[src/sv/wsd_pkg.sv]
`timescale 1ns / 1ps
`default_nettype none

package wsd_pkg;

  typedef enum logic [1:0] {
    ST_OK      = 2'd0,
    ST_PROTO   = 2'd1,
    ST_TOO_BIG = 2'd2,
    ST_ABORTED = 2'd3
  } status_t;

  // one result record as produced by the parser, unmasking still to do
  typedef struct packed {
    status_t    status;
    logic [3:0] opcode;
    logic       fin;
    logic [7:0] raw;
    logic [7:0] key;
    logic       valid;
    logic       last;
  } wsd_res_t;

  localparam logic [63:0] MAX_PAYLOAD_RST = 64'd16777216;

  localparam logic [7:0] HDR_FIN  = 8'h80;
  localparam logic [7:0] HDR_RSV  = 8'h70;
  localparam logic [7:0] HDR_MASK = 8'h80;
  localparam logic [3:0] OP_RSV_LO  = 4'h3;
  localparam logic [3:0] OP_RSV_HI  = 4'h7;
  localparam logic [3:0] OP_RSV_CTL = 4'hB;
  localparam logic [3:0] OP_CTRL    = 4'h8;
  localparam logic [6:0] LEN_CTRL_MAX = 7'd125;
  localparam logic [6:0] LEN_EXT16    = 7'd126;
  localparam logic [6:0] LEN_EXT64    = 7'd127;

  // configuration register index, taken from the register select bit of paddr
  localparam logic REG_MAX_PAYLOAD = 1'b0;

endpackage

`default_nettype wire

[src/sv/websocket_frame_deframer.sv]
`timescale 1ns / 1ps
`default_nettype none

// channel   dir  handshake            contents
// s_*       in   s_tvalid/s_tready    raw byte or abort
// m_*       out  m_tvalid/m_tready    result beat, one per payload byte or event
// apb       in   psel/penable/pready  max_payload at byte address 0
//
// one byte is taken each cycle while the result queue has room; the parser
// updates its state in the cycle the beat is accepted, and a result reaches m_*
// through the queue and then the output register.
// s_tready drops only when the result queue is full, so m_tready stalls reach
// the input after QUEUE_DEPTH + 1 pending results.
// rst is synchronous; it restores the parser to the first header byte and
// max_payload to 16 MiB.

module websocket_frame_deframer
  import wsd_pkg::*;
#(
  parameter int QUEUE_DEPTH = 4
) (
  input  wire logic        clk,
  input  wire logic        rst,
  input  wire logic        s_tvalid,
  output logic             s_tready,
  input  wire logic [7:0]  s_tdata,   // stream_byte
  input  wire logic [0:0]  s_tuser,   // func
  output logic             m_tvalid,
  input  wire logic        m_tready,
  output logic [15:0]      m_tdata,   // frame_opcode, frame_fin, payload_byte
  output logic [2:0]       m_tuser,   // status, byte_valid
  output logic             m_tlast,   // last
  input  wire logic        psel,
  input  wire logic        penable,
  input  wire logic        pwrite,
  input  wire logic [3:0]  paddr,
  input  wire logic [63:0] pwdata,
  output logic [63:0]      prdata,
  output logic             pready
);

  logic [63:0] max_payload;
  logic        in_fire;
  logic        push;
  wsd_res_t    push_data;
  logic        full;
  logic        pop;
  logic        head_valid;
  wsd_res_t    head_data;

  assign pready   = 1'b1;
  assign s_tready = !full;
  assign in_fire  = s_tvalid && s_tready;
  assign prdata   = (paddr[3] == REG_MAX_PAYLOAD) ? max_payload : 64'd0;

  always_ff @(posedge clk) begin
    if (rst) begin
      max_payload <= MAX_PAYLOAD_RST;
    end else if (psel && penable && pwrite && pready && paddr[3] == REG_MAX_PAYLOAD) begin
      max_payload <= pwdata;
    end
  end

  wsd_front u_front (
    .clk         (clk),
    .rst         (rst),
    .in_fire     (in_fire),
    .func        (s_tuser[0]),
    .stream_byte (s_tdata),
    .max_payload (max_payload),
    .push        (push),
    .res         (push_data)
  );

  wsd_queue #(
    .DEPTH (QUEUE_DEPTH)
  ) u_queue (
    .clk        (clk),
    .rst        (rst),
    .push       (push),
    .push_data  (push_data),
    .full       (full),
    .pop        (pop),
    .head_valid (head_valid),
    .head_data  (head_data)
  );

  wsd_back u_back (
    .clk        (clk),
    .rst        (rst),
    .head_valid (head_valid),
    .head_data  (head_data),
    .pop        (pop),
    .m_tvalid   (m_tvalid),
    .m_tready   (m_tready),
    .m_tdata    (m_tdata),
    .m_tuser    (m_tuser),
    .m_tlast    (m_tlast)
  );

endmodule

`default_nettype wire

[src/sv/wsd_front.sv]
`timescale 1ns / 1ps
`default_nettype none

module wsd_front
  import wsd_pkg::*;
(
  input  wire logic        clk,
  input  wire logic        rst,
  input  wire logic        in_fire,
  input  wire logic        func,
  input  wire logic [7:0]  stream_byte,
  input  wire logic [63:0] max_payload,
  output logic             push,
  output wsd_res_t         res
);

  typedef enum logic [6:0] {
    PH_HDR0    = 7'b0000001,
    PH_HDR1    = 7'b0000010,
    PH_EXT16   = 7'b0000100,
    PH_EXT64   = 7'b0001000,
    PH_MASK    = 7'b0010000,
    PH_PAYLOAD = 7'b0100000,
    PH_DISCARD = 7'b1000000
  } phase_t;

  phase_t      phase, phase_next;
  logic [7:0]  first_header, first_header_next;
  logic [2:0]  byte_counter, byte_counter_next;
  logic [63:0] length_left, length_left_next;
  logic [31:0] mask_word, mask_word_next;
  logic [1:0]  mask_index, mask_index_next;

  logic [3:0]  op;
  logic [6:0]  len7;
  logic [2:0]  cnt_inc;
  logic [63:0] len_shift;
  logic [63:0] len_full;
  logic        too_big;
  logic        bad;
  logic        do_restart;

  assign op        = first_header[3:0];
  assign len7      = stream_byte[6:0];
  assign cnt_inc   = byte_counter + 3'd1;
  assign len_shift = {length_left[55:0], stream_byte};
  assign len_full  = (phase == PH_HDR1) ? {57'd0, len7} : len_shift;
  assign too_big   = len_full > max_payload;

  always_comb begin
    bad = 1'b0;
    if ((first_header & HDR_RSV) != 8'd0) begin
      bad = 1'b1;
    end else if ((op >= OP_RSV_LO && op <= OP_RSV_HI) || op >= OP_RSV_CTL) begin
      bad = 1'b1;
    end else if ((stream_byte & HDR_MASK) == 8'd0) begin
      bad = 1'b1;
    end else if (op >= OP_CTRL &&
                 ((first_header & HDR_FIN) == 8'd0 || len7 > LEN_CTRL_MAX)) begin
      bad = 1'b1;
    end
  end

  always_comb begin
    phase_next        = phase;
    first_header_next = first_header;
    byte_counter_next = byte_counter;
    length_left_next  = length_left;
    mask_word_next    = mask_word;
    mask_index_next   = mask_index;
    do_restart        = 1'b0;
    push              = 1'b0;
    res.status        = ST_OK;
    res.opcode        = first_header[3:0];
    res.fin           = first_header[7];
    res.raw           = 8'd0;
    res.key           = 8'd0;
    res.valid         = 1'b0;
    res.last          = 1'b1;

    if (in_fire) begin
      if (func) begin
        if (phase != PH_HDR0 && phase != PH_DISCARD) begin
          push       = 1'b1;
          res.status = ST_ABORTED;
        end
        do_restart = 1'b1;
      end else begin
        unique case (phase)
          PH_HDR0: begin
            first_header_next = stream_byte;
            phase_next        = PH_HDR1;
          end
          PH_HDR1: begin
            length_left_next  = 64'd0;
            byte_counter_next = 3'd0;
            if (bad) begin
              phase_next = PH_DISCARD;
              push       = 1'b1;
              res.status = ST_PROTO;
            end else if (len7 == LEN_EXT16) begin
              phase_next = PH_EXT16;
            end else if (len7 == LEN_EXT64) begin
              phase_next = PH_EXT64;
            end else begin
              length_left_next = {57'd0, len7};
              if (too_big) begin
                phase_next = PH_DISCARD;
                push       = 1'b1;
                res.status = ST_TOO_BIG;
              end else begin
                phase_next     = PH_MASK;
                mask_word_next = 32'd0;
              end
            end
          end
          PH_EXT16, PH_EXT64: begin
            length_left_next  = len_shift;
            byte_counter_next = cnt_inc;
            if ((phase == PH_EXT16 && cnt_inc == 3'd2) ||
                (phase == PH_EXT64 && cnt_inc == 3'd0)) begin
              byte_counter_next = 3'd0;
              if (too_big) begin
                phase_next = PH_DISCARD;
                push       = 1'b1;
                res.status = ST_TOO_BIG;
              end else begin
                phase_next     = PH_MASK;
                mask_word_next = 32'd0;
              end
            end
          end
          PH_MASK: begin
            mask_word_next[8*byte_counter[1:0] +: 8] = stream_byte;
            byte_counter_next = cnt_inc;
            if (cnt_inc == 3'd4) begin
              byte_counter_next = 3'd0;
              mask_index_next   = 2'd0;
              if (length_left == 64'd0) begin
                push       = 1'b1;
                do_restart = 1'b1;
              end else begin
                phase_next = PH_PAYLOAD;
              end
            end
          end
          PH_PAYLOAD: begin
            push             = 1'b1;
            res.raw          = stream_byte;
            res.key          = mask_word[8*mask_index +: 8];
            res.valid        = 1'b1;
            res.last         = (length_left == 64'd1);
            mask_index_next  = mask_index + 2'd1;
            length_left_next = length_left - 64'd1;
            if (length_left == 64'd1) begin
              do_restart = 1'b1;
            end
          end
          PH_DISCARD: begin
          end
          default: begin
            do_restart = 1'b1;
          end
        endcase
      end
    end

    if (do_restart) begin
      phase_next        = PH_HDR0;
      first_header_next = 8'd0;
      byte_counter_next = 3'd0;
      length_left_next  = 64'd0;
      mask_word_next    = 32'd0;
      mask_index_next   = 2'd0;
    end
  end

  always_ff @(posedge clk) begin
    if (rst) begin
      phase        <= PH_HDR0;
      first_header <= 8'd0;
      byte_counter <= 3'd0;
      length_left  <= 64'd0;
      mask_word    <= 32'd0;
      mask_index   <= 2'd0;
    end else begin
      phase        <= phase_next;
      first_header <= first_header_next;
      byte_counter <= byte_counter_next;
      length_left  <= length_left_next;
      mask_word    <= mask_word_next;
      mask_index   <= mask_index_next;
    end
  end

`ifndef SYNTH
  a_data_only_ok: assert property (@(posedge clk) disable iff (rst)
    (push && res.valid) |-> (res.status == ST_OK))
    else $error("payload beat carries an error status");

  a_discard_silent: assert property (@(posedge clk) disable iff (rst)
    (in_fire && !func && phase == PH_DISCARD) |-> !push)
    else $error("result produced while discarding");

  a_payload_has_length: assert property (@(posedge clk) disable iff (rst)
    (phase == PH_PAYLOAD) |-> (length_left != 64'd0))
    else $error("payload phase with no length left");
`endif

endmodule

`default_nettype wire

[src/sv/wsd_queue.sv]
`timescale 1ns / 1ps
`default_nettype none

module wsd_queue
  import wsd_pkg::*;
#(
  parameter int DEPTH = 4
) (
  input  wire logic     clk,
  input  wire logic     rst,
  input  wire logic     push,
  input  wire wsd_res_t push_data,
  output logic          full,
  input  wire logic     pop,
  output logic          head_valid,
  output wsd_res_t      head_data
);

  localparam int AW = (DEPTH > 1) ? $clog2(DEPTH) : 1;
  localparam int CW = $clog2(DEPTH + 1);

  wsd_res_t        mem [DEPTH];
  logic [AW-1:0]   wr_ptr, rd_ptr;
  logic [CW-1:0]   count;

  assign full       = (count == CW'(DEPTH));
  assign head_valid = (count != '0);
  assign head_data  = mem[rd_ptr];

  always_ff @(posedge clk) begin
    if (push) begin
      mem[wr_ptr] <= push_data;
    end
  end

  always_ff @(posedge clk) begin
    if (rst) begin
      wr_ptr <= '0;
      rd_ptr <= '0;
      count  <= '0;
    end else begin
      if (push) begin
        wr_ptr <= (wr_ptr == AW'(DEPTH - 1)) ? '0 : wr_ptr + AW'(1);
      end
      if (pop) begin
        rd_ptr <= (rd_ptr == AW'(DEPTH - 1)) ? '0 : rd_ptr + AW'(1);
      end
      if (push && !pop) begin
        count <= count + CW'(1);
      end else if (pop && !push) begin
        count <= count - CW'(1);
      end
    end
  end

`ifndef SYNTH
  a_no_overflow: assert property (@(posedge clk) disable iff (rst)
    push |-> !full)
    else $error("push into a full queue");

  a_no_underflow: assert property (@(posedge clk) disable iff (rst)
    pop |-> head_valid)
    else $error("pop from an empty queue");

  a_count_bound: assert property (@(posedge clk) disable iff (rst)
    count <= CW'(DEPTH))
    else $error("queue count beyond depth");
`endif

endmodule

`default_nettype wire

[src/sv/wsd_back.sv]
`timescale 1ns / 1ps
`default_nettype none

module wsd_back
  import wsd_pkg::*;
(
  input  wire logic         clk,
  input  wire logic         rst,
  input  wire logic         head_valid,
  input  wire wsd_res_t     head_data,
  output logic              pop,
  output logic              m_tvalid,
  input  wire logic         m_tready,
  output logic [15:0]       m_tdata,
  output logic [2:0]        m_tuser,
  output logic              m_tlast
);

  logic [7:0] unmasked;

  assign pop      = head_valid && (!m_tvalid || m_tready);
  assign unmasked = head_data.raw ^ head_data.key;

  always_ff @(posedge clk) begin
    if (rst) begin
      m_tvalid <= 1'b0;
    end else if (!m_tvalid || m_tready) begin
      m_tvalid <= head_valid;
    end
  end

  always_ff @(posedge clk) begin
    if (pop) begin
      m_tdata <= {3'd0, unmasked, head_data.fin, head_data.opcode};
      m_tuser <= {head_data.valid, head_data.status};
      m_tlast <= head_data.last;
    end
  end

endmodule

`default_nettype wire
[config.mk]
export PLATFORM = sky130hd
export DESIGN_NAME = websocket_frame_deframer
export DESIGN_NICKNAME = d
export VERILOG_FILES = /design/src/sv/wsd_pkg.sv /design/src/sv/websocket_frame_deframer.sv /design/src/sv/wsd_front.sv /design/src/sv/wsd_queue.sv /design/src/sv/wsd_back.sv
export SDC_FILE = /design/constraint.sdc
export NUM_CORES = 1
export LEC_CHECK = 0
export BUFFER_PORTS_ARGS = -buffer_cell sky130_fd_sc_hd__buf_2
export CAP_MARGIN = 30
export CORE_MARGIN = 3
export CORE_UTILIZATION = 51
export DETAILED_ROUTE_END_ITERATION = 10
export PLACE_DENSITY_LB_ADDON = 0.1
export SETUP_SLACK_MARGIN = 0.05
export SYNTH_ARGS = -nofsm -noshare
export SYNTH_HDL_FRONTEND = slang
export SYNTH_SLANG_ARGS = --single-unit
[constraint.sdc]
create_clock -name clk -period 4.75 [get_ports clk]
set_clock_uncertainty 0.1 [all_clocks]
set_input_delay 1.425 -clock clk [delete_from_list [all_inputs] [get_ports clk]]
set_output_delay 1.425 -clock clk [all_outputs]
set_load 0.05 [all_outputs]
### Word-level counts from Yosys, hierarchy flattened

Memory sizes are Yosys's and may differ from the RTL's. A register that Yosys moved wholly into a read port is not among the register bits.
Index checks and enable logic that the tools add are counted.
Widths: inputs -> output; s select.

* flip-flop bits (word level): 205
* RAM bits: 100
* input bits: 84
* output and inout port bits: 87
* word-level logic and storage cells: 163
* memories: 1

Memory list
* u_queue.mem: depth 4, bits a word 25, read ports 1, clocked after Yosys merged registers in 1, write ports 1, RTL line wsd_queue.sv:22 `wsd_res_t mem [DEPTH];`

* add/sub/neg operators: 8
* order comparisons: 6
* eq/ne operators: 23
* shifts and indexed selects: 3
* mux-type cells: 65
* bitwise logic cells: 3
* reduce and logical (&&, ||, !) cells: 40

Operator list (number)
* $mux 64: 4
* $pmux 64 s3: 1
* $mux 32: 5
* $pmux 32 s3: 1
* $eq 64x1->1 const B: 1
* $gt 64x64->1: 1
* $logic_not 64->1: 1
* $sub 64x1->64 const B: 1
* $mux 7: 8
* $mux 18: 3
* $neg 5->34: 1
* $shift 8x34->32 const A: 1
* $shiftx 8x34->32: 1
* $bwmux 32: 1
* $shiftx 32x6->8: 1
* $pmux 7 s4: 1
* $mux 2: 13
* $eq 7x7->1 const B: 3
* $mux 1: 19
* $logic_not 8->1: 2
* $logic_and 1x1->1: 12
* $mux 3: 4
* $pmux 3 s3: 1
* $reduce_and 3->1: 3
* 37 further kinds: 59

### Logic depth before layout (Yosys ltp)

Gate-level depths: netlist of run 1.

* depth after elaboration: 15
* mapped depth: 19
* gate-level depth less buffers: 17

### Modules after synthesis

From an unflattened synthesis of run 1, not the netlist that was laid out.

* cell total of the unflattened synthesis: 1760
* area, all modules: 17072.6 um2

Modules (own cells, without submodules)
* wsd_front: instances 1, cells an instance 1198, area an instance 8953.6 um2, sequential area each 2322.2 um2
* wsd_queue: instances 1, cells an instance 175, area an instance 4092.7 um2, sequential area each 3183.1 um2
* websocket_frame_deframer: instances 1, cells an instance 353, area an instance 3364.5 um2, sequential area each 1281.2 um2
* wsd_back: instances 1, cells an instance 34, area an instance 661.9 um2, sequential area each 530.5 um2

### Worst setup path before layout of run 1

OpenSTA, ideal clock, no wires.

* path kind: register to register
* start point: register u_front.phase[0]
* end point: register u_queue.count[2]
* setup time: 0.071 ns
* arrival: 4.651 ns
* data required time: 4.579 ns
* setup slack: -0.072 ns
* cell stages (with the launch flop): 20
* buffers on the path: 2
* clock period less this slack: 4.822 ns
* cell sequence: dfxtp_1 -> or4_4 -> nor4b_4 -> clkbuf_1 -> clkbuf_1 -> nor2b_1 -> ha_1 -> a21oi_1 -> nand2_1 -> a221o_1 -> a221o_1 -> a311oi_1 -> nand3_1 -> a21o_1 -> ha_1 -> inv_1 -> fa_1 -> xor2_1 -> or3_1 -> a21oi_1

* word-level cells in the longest chain between the ends: 13
* elaborated cells on any way between the ends: 28
* classes of those cells: 1 x order compare; 7 x eq/ne; 11 x mux; 9 x reduce/logical

RTL lines
* start, declared: RTL line wsd_front.sv:27 `phase_t phase, phase_next;`
* start signal, assigned: RTL line wsd_front.sv:187 `phase <= phase_next;`
* $eq 7x2->1: RTL line wsd_front.sv:47, wsd_front.sv:89
* $mux 64: RTL line wsd_front.sv:47 `assign len_full = (phase == PH_HDR1) ? {57'd0, len7} : len_shift;`
* $gt 64x64->1: RTL line wsd_front.sv:48 `assign too_big = len_full > max_payload;`
* $mux 1: RTL line wsd_front.sv:107, wsd_front.sv:123
* $mux 1: RTL line wsd_front.sv:103 `end else if (len7 == LEN_EXT64) begin`
* $mux 1: RTL line wsd_front.sv:101 `end else if (len7 == LEN_EXT16) begin`
* $mux 1: RTL line wsd_front.sv:97 `if (bad) begin`
* $pmux 1 s4: RTL line wsd_front.sv:89 `unique case (phase)`
* $mux 1 (*): RTL line wsd_front.sv:82 `if (func) begin`
* $mux 1 (*): RTL line wsd_front.sv:81 `if (in_fire) begin`
* net push: RTL line websocket_frame_deframer.sv:44 `logic push;`
* $logic_not 1->1: RTL line wsd_queue.sv:50 `end else if (pop && !push) begin`
* $logic_and 1x1->1: RTL line wsd_queue.sv:50
* $reduce_bool 2->1 (no line)
* end signal, assigned: RTL line wsd_queue.sv:49 `count <= count + CW'(1);`
* end signal, assigned: RTL line wsd_queue.sv:51 `count <= count - CW'(1);`
* end, declared: RTL line wsd_queue.sv:24 `logic [CW-1:0] count;`

The timed path passes the listed nets; every way through them passes the cells marked *.
A chain may end at the register's enable or synchronous reset.

### Final worst setup path of run 1

* start point: register u_front.phase[6]
* end point: register u_queue.count[2]

Same word-level chain as after synthesis.

==> results of run 1 <==
[kinds of logic (layout without fill, tap and decap cells)]
group / after synthesis / after routing
muxes: 63 / 63
buffers and inverters: 190 / 383
adders and majority gates: 80 / 80
AOI/OAI and AO/OA: 380 / 380
xor gates and xnor gates: 43 / 43
DFF: 307 / 307
other: 2 / 5
and+or+nand+nor: 739 / 739
[cell type report]
cell class	instances	area share
antenna	1	0.000130
clock buffer	49	0.0509
clock inverter	14	0.00710
inverter	79	0.0154
multi-input combinational	1309	0.436
sequential	307	0.381
tap	396	0.0258
timing repair buffer	241	0.0836
[critical path, stage by stage (launching register included)]
cell	delay (ps)
dfxtp_2	320
or4_4	550
nor4b_4	250
buf_6	190
buf_16	120
buf_6	110
nor2b_1	50
ha_1	290
nand4_1	150
nor4_2	280
buf_4	160
nand3_4	90
nor4_4	340
a311oi_4	90
nand3_2	110
a21o_1	200
ha_2	220
inv_2	40
fa_2	320
xor2_1	170
or3_1	310
a21oi_1	140
[metal layers]
layer	vias to the layer above	part of all wire
li1	6713	-
met1	6689	0.40
met2	460	0.51
met3	103	0.053
met4	0	0.040
met5	-	0
[per-stage QoR]
step | area (um^2) | hold WS [ps] | setup slack, ps | std cells | util
2_1_floorplan | 16300 | 332 | 80.5 | 1806 | -
3_3_place_gp | 17700 | 338 | -52.7 | 2316 | 0.571
3_5_place_dp | 17700 | 346 | -65.0 | 2316 | 0.571
4_1_cts | 19000 | 354 | 19.3 | 2390 | 0.614
5_1_grt | 19200 | 369 | -100 | 2396 | 0.620
6_report | 19200 | 353 | 65.2 | 2396 | 0.620
[Yosys cell counts, types with 14 or more instances]
library cell    n  area (um^2)
nor4_1         21          131
nor3_1         33          165
a22oi_1        21          158
nor2b_1        57          357
a31oi_1        29          181
a21oi_1       162          811
nand3_1        31          155
nor2_1        186          698
mux4_2         25          563
nand4_1        19          119
ha_1           79          988
xor2_1         41          359
dfxtp_1       190         3800
and3_1         22          138
mux2i_1        35          350
a211oi_1       14          105
edfxtp_1      117         3510
o21ai_0        87          435
clkbuf_1       85          319
nand2_1       296         1110
inv_1          79          297
[power by group through the flow]
stage	sequential, mW	clock (mW)	combinational (mW)
after global placement	3.09	0	1.34
after detailed placement	3.10	0	1.35
after CTS	3.04	2.67	1.38
final	3.04	2.61	1.39
after floorplan	3.34	0	0.719
after global routing	3.06	2.77	1.51
[registers in the layout (all words and copies together) (netlist names), 3 cells and up, named ones only]
register              flops
max_payload              64
u_back.m_tdata           13
u_back.m_tuser            3
u_front.byte_counter      3
u_front.first_header      8
u_front.length_left      64
u_front.mask_word        32
u_front.phase             7
u_queue.count             3
u_queue.mem             100
[what timing repair did]
action,in CTS,in global routing
gates resized for setup,20,26
cloned,3,0
setup buffers,8,6
endpoints found under the setup margin,2,139
hold buffers,0,0
hold endpoints to repair,0,0
pin swaps,22,22
[worst max-delay path by stage]
stage                                        from                       endpoint  slack [ps]
global route        u_front.phase[6]$_SDFFE_PP0P_  u_queue.count[2]$_SDFFE_PP0P_        -100
global placement    u_front.phase[0]$_SDFFE_PP1P_  u_queue.count[2]$_SDFFE_PP0P_         -50
floorplan           u_front.phase[0]$_SDFFE_PP1P_  u_queue.count[2]$_SDFFE_PP0P_          80
CTS                 u_front.phase[3]$_SDFFE_PP0P_  u_queue.count[1]$_SDFFE_PP0P_          20
finish              u_front.phase[6]$_SDFFE_PP0P_  u_queue.count[2]$_SDFFE_PP0P_          70
detailed placement  u_front.phase[0]$_SDFFE_PP1P_  u_queue.count[2]$_SDFFE_PP0P_         -70
==> run summary, run 1 <==
Initial drt markers -> 990
Global-route track usage on met2 -> 0.473
Final min period -> 4680 ps
Max VDD drop -> 273 uV
Outcome -> complete, no violations
Routability cong. -> 0.889
Drt drc -> 0
Actual slew at the worst max-slew pin -> 986 ps
Sw Ratio -> 0.294
Grt total ovfl -> 0
Register area -> 7320 um^2
Share of power burned in registers -> 0.432
Clock share of power -> 0.371
Hold EP -> max_payload[31]$_SDFFE_PP0P_
GR peak layer -> met2
Reg2Reg Capture Point -> u_queue.count[2]$_SDFFE_PP0P_
Fin. max-slew vios -> 0
Seq/Total Area, Yosys -> 0.450
FF-to-FF Start -> u_front.phase[6]$_SDFFE_PP0P_
Library cells used by synthesis -> 74
Per-cell routed wire length -> 19.1 um
Post-synthesis compound-gate area fraction -> 0.141
Hold depth -> 2
Nets -> 2137
Fmax -> 0.213 GHz
Cells after Synth -> 1804
Post-synth ARST share -> 0
Vias in the first global route -> 13597
Antenna-violating nets left -> 0
Worst Path Max Fanout -> 5
Routed WL -> 45600 um
R2R setup slack -> 70 ps
First-pass GRT wire length -> 72600 um
Worst Path Required -> 5090 ps
P_int -> 4.97 mW
Die area -> 34100 um^2
Post-synthesis simple-gate area fraction -> 0.217
Synthesis-to-layout area growth -> 18.2%
Final Hold Fails -> 0
Mapped cell area -> 16300 um^2
EDFF count, synth -> 117
Max-Cap Viols -> 0
#FFs+latches synth -> 307
Setup TNS -> 0 ps
Vias -> 13965
Slew HR -> 0.343
Critical Path End Type -> flip-flop
Data arrival, critical path -> 5030 ps
Multi-input logic area -> 8380 um^2
CTS tree -> done
Chip height -> 185 um
Clock Pin Slew Worst Setup and Hold Paths -> 60 ps
Share of post-route cells with drive strength above 1 -> 0.188
Fill cell count -> 2683
Met3 Resource Use GR -> 0.0357
I/O Buffers -> 163
Hold Path Origin -> max_payload[31]$_SDFFE_PP0P_
Vias/cell -> 5.83
Core footprint -> 31000 um^2
Pwr Density -> 366 nW/um^2
Global-route track usage on met1 -> 0.323
Switch Pwr -> 2.07 mW
Drt first pass iters -> 5
Top_reg_cell synth -> dfxtp_1
Hold crit path type -> flip-flop to flip-flop
Mux cell area share after synthesis -> 0.0583
FF-to-FF path depth -> 21
Initial antenna violation count -> 1
XOR/XNOR Fraction of Synth Area -> 0.0232
Initial Utilization -> 0.525
Clock Path Buffers -> 3
Largest net degree at the start of global routing -> 75
Clock latency on the worst-skew pair -> 520 ps
Commonest non-fill, non-tap cell in the layout -> nand2_1
Worst setup SP type -> flip-flop
H-tree level count -> 2
Syn_area_per_cell -> 9.01 um^2
Leakage Power -> 7.56 nW
Total power -> 7.04 mW
RSZ-0062 raised after global routing -> yes
Critical path type -> flip-flop to flip-flop
Synth Area in Adders -> 0.0620
Number of setup violations in the final report -> 0
Hpwl dp -> 31500 um
Largest family of logic cells by synthesized area -> simple AND/OR/NAND/NOR gates
Io pins -> 171
CTS Sinks -> 307
CTS Buf Count -> 35
Yosys warning count -> 0
Most frequent cells in the layout -> nand2_1 (296), dfxtp_1 (189), nor2_1 (183), buf_2 (163), a21oi_1 (158)
Comb pwr share -> 0.198
Total GRT Usage -> 0.266
Num rows -> 64
Period utilization -> 0.986
Root buffer cell -> clkbuf_16
Chip width -> 185 um
Note: power is estimated with default switching activity, not from simulation.
==> run 2: changes to the inputs <==
PLACE_DENSITY = 0.73   (was not set)
PLACE_DENSITY_LB_ADDON = not set   (was 0.1)
==> run 2 against run 1 <==
  * The run now ends with negative setup slack left
  * Critical path depth grew 1
  * Global-route usage shrank 1.2 points
  * Count of clock-buffer cells in the layout shrank 2
  * Core utilization shrank 0.31 points
  * First-iteration DRC count grew 19%
  * Final cell count is essentially flat
  * Hold slack gained 0.95 ps
  * Via count grew 0.86%
  * Worst setup slack lost 140 ps
  * Die area is the same
  * Critical path type unchanged
  * Largest power group unchanged
==> run summary, run 2 (synthesis results as in run 1) <==
Outcome -> complete, but fails checks
Failing checks -> negative setup slack
First-pass GRT wire length -> 70000 um (-3.5%)
FF-to-FF path depth -> 22 (+4.8%)
Number of setup violations in the final report -> 10 (+10)
Io pins -> 171 (unchanged)
FF-to-FF Start -> u_front.phase[6]$_SDFFE_PP0P_
I/O Buffers -> 163 (unchanged)
Per-cell routed wire length -> 18.6 um (-2.3%)
Initial antenna violation count -> 0 (-1)
R2R setup slack -> -80 ps (-140 ps)
Die area -> 34100 um^2 (unchanged)
Setup TNS -> -226 ps (-226 ps)
Fin area -> 19100 um^2 (-0.49%)
ANT cells -> 0 (-1)
Worst Path Max Fanout -> 8 (+3)
Hpwl dp -> 30400 um (-3.6%)
WL met2 -> 21900 um (-5.5%)
Leakage Power -> 7.53 nW (-0.44%)
Vias -> 14085 (+0.86%)
Hold Buf Count CTS -> 0 (unchanged)
Worst Path Required -> 5110 ps (+20 ps)
Root buffer cell -> clkbuf_16
Worst path slowest cell -> or4_4
M1 wire length -> 18100 um (-0.15%)
Clock Path Buffers -> 3 (unchanged)
Most frequent cells in the layout -> nand2_1 (296), dfxtp_1 (190), nor2_1 (184), buf_2 (163), a21oi_1 (160)
Routability cong. -> 0.897 (+0.85%)
Worst setup SP type -> flip-flop
Placed cell areas -> 17700 um^2 (+0.11%)
Chip height -> 185 um (unchanged)
Commonest non-fill, non-tap cell in the layout -> nand2_1
Largest net degree at the start of global routing -> 75 (unchanged)
Max-Cap Viols -> 0 (unchanged)
Initial drt markers -> 1183 (+19%)
Vias/cell -> 5.88 (+0.90%)
Synthesis-to-layout area growth -> 17.6%
Core footprint -> 31000 um^2 (unchanged)
Num rows -> 64 (unchanged)
Vias in the first global route -> 13588 (-0.066%)
Hold crit path type -> flip-flop to flip-flop
Top Metal Used -> met4
RSZ-0062 raised after global routing -> yes
Grt total ovfl -> 0 (unchanged)
Hold Path Origin -> max_payload[35]$_SDFFE_PP0P_
CTS tree -> done
Slew HR -> 0.306 (-0.0361)
Final Hold Fails -> 0 (unchanged)
Initial Utilization -> 0.525 (unchanged)
Fmax -> 0.207 GHz (-2.9%)
Drt first pass iters -> 5 (unchanged)
Wire length on met3 -> 2720 um (+11%)
Final min period -> 4830 ps (+142 ps)
Pwr Density -> 374 nW/um^2 (+2.2%)
Antenna-violating nets left -> 0 (unchanged)
CTS Sinks -> 307 (unchanged)
Total GRT Usage -> 0.253 (-0.0122)
Clock Pin Slew Worst Setup and Hold Paths -> 60 ps (about the same)
Routed WL -> 44600 um (-2.4%)
Top reg by flops -> u_queue.mem
H-tree level count -> 2 (unchanged)
Worst hold slack -> 354 ps (+0.952 ps)
Clock latency on the worst-skew pair -> 530 ps (about the same)
Critical Path End Type -> flip-flop
Worst path cell trace -> or4_4, nor4b_4, buf_6, buf_12, buf_6, nor2b_1, ha_1, nand4_1, nor4_4, nand3_2, buf_4, nor3b_2, a311oi_2, buf_4, nand3_1, a21o_1, ha_2, inv_1, fa_2, xor2_1, or3_1, a21oi_1
Hold depth -> 2 (unchanged)
Drt drc -> 0 (unchanged)
Max reg flops -> 100 (unchanged)
Critical path type -> flip-flop to flip-flop
Fin. max-slew vios -> 0 (unchanged)
Hold EP -> max_payload[35]$_SDFFE_PP0P_
Worst path max stage delay -> 560 ps (about the same)
Largest regs -> u_queue.mem: 100 flops, max_payload: 64 flops, u_front.length_left: 64 flops
Share of post-route cells with drive strength above 1 -> 0.183 (-0.00450)
Period utilization -> 1.02 (+0.0299)
Actual slew at the worst max-slew pin -> 1040 ps (+50.3 ps)
CTS Buf Count -> 35 (unchanged)
Chip width -> 185 um (unchanged)
Nets -> 2136 (-0.047%)
Reg2Reg Capture Point -> u_queue.count[2]$_SDFFE_PP0P_
Final worst slack -> -76.6 ps (-142 ps)
Data arrival, critical path -> 5180 ps (+150 ps)
Max VDD drop -> 365 uV (+34%)
run 2: final cells by class:
cell class	instances	area [um^2]
fill	2574	11900
sequential	307	7320
timing repair buffer	240	1580
multi-input combinational	1309	8270
inverter	79	297
tap	396	495
clock inverter	17	190
clock buffer	47	973
run 2: worst max-delay path, delay by kind of cell (launching register included):
family | cells | cell delay [ps]
flip-flops | 1 | 310
buffers and inverters | 6 | 790
adder cells (fa/ha/maj) | 3 | 840
AO/OA/AOI/OAI | 3 | 400
XOR/XNOR | 1 | 170
AND/OR/NAND/NOR | 9 | 2130
run 2: timing repair:
item                                    CTS  global route
cloned                                    0             1
pin swaps                                 0            20
resized for setup                         3            16
buffers inserted                          0            14
endpoints found under the setup margin    2           115
run 2: worst max path at each step:
stage,from,to,depth (start not counted)
6_report,u_front.phase[6]$_SDFFE_PP0P_,u_queue.count[2]$_SDFFE_PP0P_,22
2_1_floorplan,u_front.phase[0]$_SDFFE_PP1P_,u_queue.count[2]$_SDFFE_PP0P_,19
4_1_cts,u_front.phase[0]$_SDFFE_PP1P_,u_queue.count[2]$_SDFFE_PP0P_,20
5_1_grt,u_front.phase[6]$_SDFFE_PP0P_,u_queue.count[2]$_SDFFE_PP0P_,22
3_3_place_gp,s_tdata[7],u_queue.count[2]$_SDFFE_PP0P_,16
3_5_place_dp,s_tdata[7],u_queue.count[2]$_SDFFE_PP0P_,16
run 2: layer usage:
metal,vias up,track usage
met5,-,0
met4,0,0.106
met3,121,0.0383
met2,517,0.438
met1,6719,0.317
li1,6728,-
run 2: power breakdown:
| part | switching (mW) | leakage [nW] | internal (mW) |
|---|---|---|---|
| clock | 1.11 | 0.556 | 1.62 |
| combinational | 0.914 | 4.29 | 0.468 |
| sequential | 0.102 | 2.68 | 2.94 |
run 2: stage by stage:
| step | setup slack, ps | utilization | power [mW] | std cells |
|---|---|---|---|---|
| 2_1_floorplan | 80.5 | - | 4.06 | 1806 |
| 3_3_place_gp | -4.39 | 0.570 | 4.39 | 2314 |
| 3_5_place_dp | -42.6 | 0.571 | 4.43 | 2316 |
| 4_1_cts | -20.5 | 0.609 | 7.16 | 2380 |
| 5_1_grt | -277 | 0.617 | 7.42 | 2395 |
| 6_report | -76.6 | 0.617 | 7.16 | 2395 |
